`src/sv/rslr_pkg.sv`:
```
// Shared constants and types of the sprite light remap block.
`timescale 1ns / 1ps
package rslr_pkg;

	localparam int ROW_PIXELS   = 32;
	localparam int ROW_COUNT    = 32;
	localparam int LIGHT_LEVELS = 16;

	localparam int LEVEL_W = 4;
	localparam int BYTE_W  = 8;
	localparam int ADDR_W  = LEVEL_W + BYTE_W;
	localparam int TABLE_DEPTH = 1 << ADDR_W;

	// Counter widths follow the row geometry.
	localparam int RPW = $clog2(ROW_PIXELS + 1);
	localparam int RCW = $clog2(ROW_COUNT + 1);
	// Common width for comparing a run count against the pixels left.
	localparam int CMPW = ((RPW > BYTE_W) ? RPW : BYTE_W) + 1;

	localparam logic SKIP_BIT_POS = 1'b1;
	localparam int   SKIP_BIT     = BYTE_W - 1;

	localparam logic OP_WRITE = 1'b0;
	localparam logic OP_FRAME = 1'b1;

	// Result of one frame byte, before the table read completes.
	typedef struct packed {
		logic [BYTE_W-1:0] raw_byte;
		logic              use_remap;
		logic              is_header;
		logic              frame_end;
		logic              format_error;
	} res_t;

endpackage

```
`src/sv/rslr_ctrl.sv`:
```
// Frame parser: row and run counters, per-byte result decision, table address.
`timescale 1ns / 1ps
module rslr_ctrl
	import rslr_pkg::*;
(
	input  logic               clk,
	input  logic               arst_n,
	input  logic               frame_acc,
	input  logic [BYTE_W-1:0]  data_byte,
	input  logic [LEVEL_W-1:0] light_level,
	input  logic               frame_start,
	input  logic               frame_is_rle,
	input  logic               last_byte,
	output res_t               res,
	output logic [ADDR_W-1:0]  rd_addr
);

	logic [RPW-1:0]     literal_left_q, row_left_q;
	logic [RCW-1:0]     rows_left_q;
	logic [LEVEL_W-1:0] level_q;
	logic               rle_q;

	logic [RPW-1:0]     cur_lit, cur_row, nxt_lit, nxt_row;
	logic [RCW-1:0]     cur_rows, nxt_rows;
	logic [LEVEL_W-1:0] cur_level, lvl_sat;
	logic               cur_rle;
	logic [BYTE_W-1:0]  skip_cnt;
	logic [CMPW-1:0]    take_n;
	logic               take_en, take_all;

	always_comb begin
		lvl_sat = ({1'b0, light_level} >= (LEVEL_W+1)'(LIGHT_LEVELS))
			? LEVEL_W'(LIGHT_LEVELS - 1) : light_level;
		cur_level = frame_start ? lvl_sat      : level_q;
		cur_rle   = frame_start ? frame_is_rle : rle_q;
		cur_lit   = frame_start ? '0           : literal_left_q;
		cur_row   = frame_start ? RPW'(ROW_PIXELS) : row_left_q;
		cur_rows  = frame_start ? RCW'(ROW_COUNT)  : rows_left_q;
		skip_cnt  = ~data_byte + BYTE_W'(1);
	end

	assign rd_addr = {cur_level, data_byte};

	always_comb begin
		res.raw_byte     = data_byte;
		res.use_remap    = 1'b0;
		res.is_header    = 1'b0;
		res.frame_end    = 1'b0;
		res.format_error = 1'b0;
		nxt_lit  = cur_lit;
		nxt_row  = cur_row;
		nxt_rows = cur_rows;
		take_en  = 1'b0;
		take_n   = '0;
		if (cur_rows == '0) begin
			res.format_error = 1'b1;
		end else if (!cur_rle) begin
			res.use_remap = 1'b1;
			if (last_byte) begin
				res.frame_end = 1'b1;
				nxt_rows      = '0;
			end
		end else if (cur_lit != '0) begin
			res.use_remap = 1'b1;
			nxt_lit       = cur_lit - RPW'(1);
			take_en       = 1'b1;
			take_n        = CMPW'(1);
		end else if (data_byte[SKIP_BIT] == SKIP_BIT_POS) begin
			res.is_header = 1'b1;
			take_en       = 1'b1;
			take_n        = CMPW'(skip_cnt);
			if (CMPW'(skip_cnt) > CMPW'(cur_row)) begin
				res.format_error = 1'b1;
			end
		end else begin
			res.is_header = 1'b1;
			if (CMPW'(data_byte) > CMPW'(cur_row)) begin
				res.format_error = 1'b1;
				nxt_lit          = cur_row;
			end else begin
				nxt_lit = RPW'(data_byte);
			end
		end
		// Consume pixels of the current row; close the row when used up.
		take_all = take_en && (take_n >= CMPW'(cur_row));
		if (take_all) begin
			nxt_row  = RPW'(ROW_PIXELS);
			nxt_lit  = '0;
			nxt_rows = cur_rows - RCW'(1);
			res.frame_end = (cur_rows == RCW'(1));
		end else if (take_en) begin
			nxt_row = cur_row - RPW'(take_n);
		end
	end

	always_ff @(posedge clk or negedge arst_n) begin
		if (!arst_n) begin
			literal_left_q <= '0;
			row_left_q     <= RPW'(ROW_PIXELS);
			rows_left_q    <= '0;
			level_q        <= '0;
			rle_q          <= 1'b0;
		end else if (frame_acc) begin
			literal_left_q <= nxt_lit;
			row_left_q     <= nxt_row;
			rows_left_q    <= nxt_rows;
			level_q        <= cur_level;
			rle_q          <= cur_rle;
		end
	end

endmodule

```
`config.mk`:
```
export PLATFORM = sky130hd
export DESIGN_NAME = rslr_ctrl
export DESIGN_NICKNAME = d
export VERILOG_FILES = /design/src/sv/rslr_pkg.sv /design/src/sv/rslr_ctrl.sv
export SDC_FILE = /design/constraint.sdc
export NUM_CORES = 1
export LEC_CHECK = 0
export ABC_AREA = 1
export BUFFER_PORTS_ARGS = -buffer_cell sky130_fd_sc_hd__buf_2
export CAP_MARGIN = 30
export CORE_ASPECT_RATIO = 0.75
export CORE_MARGIN = 10
export CORE_UTILIZATION = 55
export CTS_CLUSTER_SIZE = 14
export DETAILED_ROUTE_END_ITERATION = 7
export GPL_TIMING_DRIVEN = 0
export PLACE_DENSITY = 0.78
export SYNTH_ARGS = -nofsm -noshare
export SYNTH_HDL_FRONTEND = slang
export SYNTH_SLANG_ARGS = --single-unit
export TNS_END_PERCENT = 50
```
`constraint.sdc`:
```
create_clock -name clk -period 4.99 [get_ports clk]
set_clock_uncertainty 0.2 [all_clocks]
set_input_delay 0.998 -clock clk [delete_from_list [all_inputs] [get_ports clk]]
set_output_delay 0.998 -clock clk [all_outputs]
set_load 0.1 [all_outputs]
```
==> load_flow_metrics.sql <==
INSERT INTO impl_metrics (metric_group, metric, value, unit) VALUES
('layout', 'antenna_cells_inserted', '0', ''),
('floorplan', 'rows', '21', ''),
('critical_path', 'timing.critical_path.max_delay_family', 'simple AND/OR/NAND/NOR gates', ''),
('layout', 'layout.filler_cells', '379', ''),
('critical_path', 'critical_path_peak_fanout', '10', ''),
('logic_synthesis', 'number_of_synthesis_warnings', '0', ''),
('timing', 'whs', '0.281', 'ns'),
('floorplan', 'boundaryPins', '42', ''),
('critical_path', 'cp.required', '3.79', 'ns'),
('timing', 'post-route-period-util', '0.981', ''),
('grt', 'pin_count_of_the_biggest_net_entering_global_routing', '24', ''),
('clock_network', 'cts_made_buffers', '3', ''),
('grt', 'grt_first_pass_wirelength', '10800', 'um'),
('logic_synthesis', 'yosys.area_share.xor_xnor', '0.0228', ''),
('min_path', 'hold_path_startpoint', 'literal_left_q[5]', ''),
('floorplan', 'design.die.area', '0.00810', 'sq mm'),
('critical_path', 'setup.worst_path.end_class', 'output port', ''),
('critical_path', 'crit_path_start_kind', 'input pin', ''),
('detailed_routing', 'vias', '2691', ''),
('critical_path', 'reg2reg_depth', '25', ''),
('logic_synthesis', 'largest_family_of_logic_cells_by_synthesized_area', 'simple AND/OR/NAND/NOR gates', ''),
('layout', 'final_core_util', '0.708', ''),
('layout', 'syn_to_final_growth', '21.4', '%'),
('timing', 'slew-limit-headroom', '0.652', ''),
('power', 'power_per_cell_area', '484', 'mW/mm^2'),
('clock_network', 'holdBufCountCts', '0', ''),
('layout', 'fin_area', '0.00326', 'sq mm'),
('timing', 'finalMaxSlewViolations', '0', ''),
('detailed_routing', 'final_routed_wirelength_across_all_metal_layers', '6700', 'um'),
('detailed_routing', 'detail-route-antenna-nets', '0', ''),
('grt', 'grt_overflow', '0', ''),
('placement', 'port_buffers', '40', ''),
('clock_network', 'clkLatencyLatePin', '0.27', 'ns'),
('detailed_routing', 'route.detailed.vias_per_inst', '5.13', ''),
('logic_synthesis', 'synth_cell_type_count', '37', ''),
('power', 'ir_worst_vdd', '0.000387', 'V'),
('logic_synthesis', 'multiplexer_share_of_the_synthesized_area', '0', ''),
('run_status', 'status', 'completed', ''),
('clock_network', 'cts.sink_count', '23', ''),
('floorplan', 'initial_utilization', '0.584', ''),
('clock_network', 'cts.reportedPaths.clkPinSlew', '0.08', 'ns'),
('timing', 'hold_violations_final', '0', ''),
('clock_network', 'clock_tree_from_tritoncts', 'built', ''),
('logic_synthesis', 'syn_avg_cell_area', '6.51', 'sq um'),
('grt', 'number_of_antenna_violations_at_the_first_check_in_global_routing', '0', ''),
('clock_network', 'cts_max_level', '1', ''),
('min_path', 'whs_path_depth', '2', ''),
('critical_path', 'critical_path_class', 'input pin to output port', ''),
('critical_path', 'slack_of_the_worst_reg_to_reg_path', '1.70', 'ns'),
('critical_path', 'crit-reg2reg-capture', 'literal_left_q[3]', ''),
('job', 'maxCapViolations', '0', ''),
('detailed_routing', 'wl_per_instance', '12.8', 'um'),
('detailed_routing', 'first_iter_violations', '148', ''),
('critical_path', 'cells_along_the_critical_path', 'buf_4, inv_2, buf_8, nand2_4, ha_4, nand3_4, nor2_4, nand2_4, nor2_4, nand2_4, nor2_4, inv_4, nor2_4, ha_4, nand2_4, inv_1, o21ai_1, nand3_1, a21oi_2, nand2_2, nand2_8, o21ai_2, o21a_2, buf_12', ''),
('placement', 'postPlaceCellArea', '0.00296', 'sq mm'),
('critical_path', 'critical_path.startpoint', 'frame_start', ''),
('critical_path', 'path_buf_inv', '6', ''),
('layout', 'num-nets-final', '515', ''),
('grt', 'via_count_of_the_first_global_routing_pass', '2418', ''),
('detailed_routing', 'post-route-drc-count', '0', ''),
('timing', 'maxClockFrequency', '204', 'MHz'),
('layout', 'drive_gt1_frac', '0.271', ''),
('logic_synthesis', 'mappedNetlistArea', '0.00268', 'sq mm'),
('logic_synthesis', 'synth_compound_gate_area_share', '0.128', ''),
('logic_synthesis', 'post_synth_inst_count', '412', ''),
('critical_path', 'cpMaxStageDelayCell', 'ha_4', ''),
('logic_synthesis', 'synth_simple_gate_area_share', '0.345', ''),
('power', 'total_power', '1.58', 'mW'),
('critical_path', 'worst_path_largest_cell_delay', '0.23', 'ns'),
('critical_path', 'worst_ep_arrival_time', '3.70', 'ns'),
('logic_synthesis', 'ys_seq_area_frac', '0.215', '');
worst reg2reg max path, cell delays in order, from the launching register on:
cell,delay [ns]
dfrtp_1,0.38
inv_1,0.09
nor2_4,0.05
inv_1,0.09
ha_4,0.15
nand3_4,0.07
nor2_4,0.12
nand2_4,0.08
nor2_4,0.15
nand2_4,0.07
nor2_4,0.19
inv_4,0.07
nor2_4,0.14
ha_4,0.23
nand2_4,0.07
inv_1,0.05
o21ai_1,0.08
nand3_1,0.11
a21oi_2,0.17
nand2_2,0.12
nand2_8,0.10
buf_4,0.16
nand2_8,0.08
inv_2,0.11
nand2_1,0.06
nand2_1,0.05
flip-flops by register name, indices dropped and copies added, names as in the netlist:
signal,count
rows_left_q,6
row_left_q,6
level_q,4
literal_left_q,6
rle_q,1
routing by layer:
layer | routed length (um) | vias up | GRT usage | part of all wire
li1 | - | 1401 | - | -
met1 | 3270 | 1219 | 0.214 | 0.49
met2 | 2990 | 62 | 0.252 | 0.45
met3 | 348 | 9 | 0.0351 | 0.052
met4 | 83 | 0 | 0.0310 | 0.012
met5 | 0 | - | 0 | 0
kinds of logic after synthesis:
| family | count (synthesis) |
|---|---|
| compound gates | 60 |
| xor+xnor | 7 |
| fa+ha+maj | 28 |
| buf+inv | 90 |
| flops | 23 |
| simple gates | 204 |
per-stage QoR:
step | worst slack [ns] | TNS [ns] | cells
global placement | -0.524 | -0.524 | 509
finish | 0.0969 | 0 | 525
global route | -0.0294 | -0.0294 | 525
floorplan | 0.0322 | 0 | 412
CTS | 0.00785 | 0 | 518
detailed placement | -0.559 | -0.559 | 509
layout make-up:
cell class                      instances  area [sq um]  share of cell area
Multi-Input combinational cell        299          1820               0.559
Sequential cell                        23           577               0.177
Timing Repair Buffer                   52           308              0.0945
Inverter                               66           253              0.0776
Buffer                                 24           181              0.0557
Tap cell                               57          71.3              0.0219
Clock buffer                            3          41.3              0.0127
Clock inverter                          1          5.00             0.00154
Yosys cell counts (all sizes together):
| library cell | number | area, sq um |
|---|---|---|
| xor2 | 3 | 26.3 |
| fa | 1 | 20.0 |
| ha | 27 | 338 |
| nor2 | 34 | 160 |
| o211ai | 1 | 7.51 |
| dfrtp | 22 | 551 |
| o22ai | 5 | 31.3 |
| nor3 | 2 | 10.0 |
| nand3 | 26 | 148 |
| clkbuf | 4 | 15.0 |
| a211oi | 1 | 7.51 |
| nand3b | 1 | 7.51 |
| xnor2 | 4 | 35.0 |
| buf | 20 | 155 |
| o21ai | 33 | 184 |
| inv | 66 | 250 |
| nand4 | 5 | 31.3 |
| a21oi | 17 | 92.6 |
| o21a | 1 | 7.51 |
| nand2 | 136 | 568 |
| dfstp | 1 | 26.3 |
| a31oi | 2 | 12.5 |
layout by cell type (no fill, tap or decap), types with 3 or more instances in the layout:
master	count
buf_2	39
nand4_1	5
a21oi_2	4
buf_4	29
xnor2_1	4
inv_2	7
o21ai_0	29
nand3_1	24
clkbuf_1	4
nand2_4	5
o22ai_1	5
inv_1	57
ha_4	4
ha_1	22
nand2_1	121
nand2_2	8
xor2_1	3
a21oi_1	13
nor2_4	9
nor2_1	23
dfrtp_1	22
clkbuf_8	3
report_power, final:
part           leakage, nW  switching, mW  internal, mW  total, mW
Combinational         1.48          0.767         0.400       1.17
Clock               0.0255         0.0601        0.0558      0.116
Sequential           0.298         0.0386         0.256      0.295
repair_timing:
item	CTS	global route
resized for setup	19	19
setup endpoints to repair	1	1
setup buffers	5	7
pin swaps	7	13
endpoints found under the hold margin	0	0
cloned	0	0
worst max path at each step:
stage	to	slack (ns)	cells past startpoint
2_1_floorplan	res[1]	0.03	21
3_3_place_gp	res[1]	-0.52	23
3_5_place_dp	res[1]	-0.56	23
4_1_cts	res[1]	0.008	23
5_1_grt	res[1]	-0.03	23
6_report	res[1]	0.1	24
Note: power is estimated with default switching activity, not from simulation.
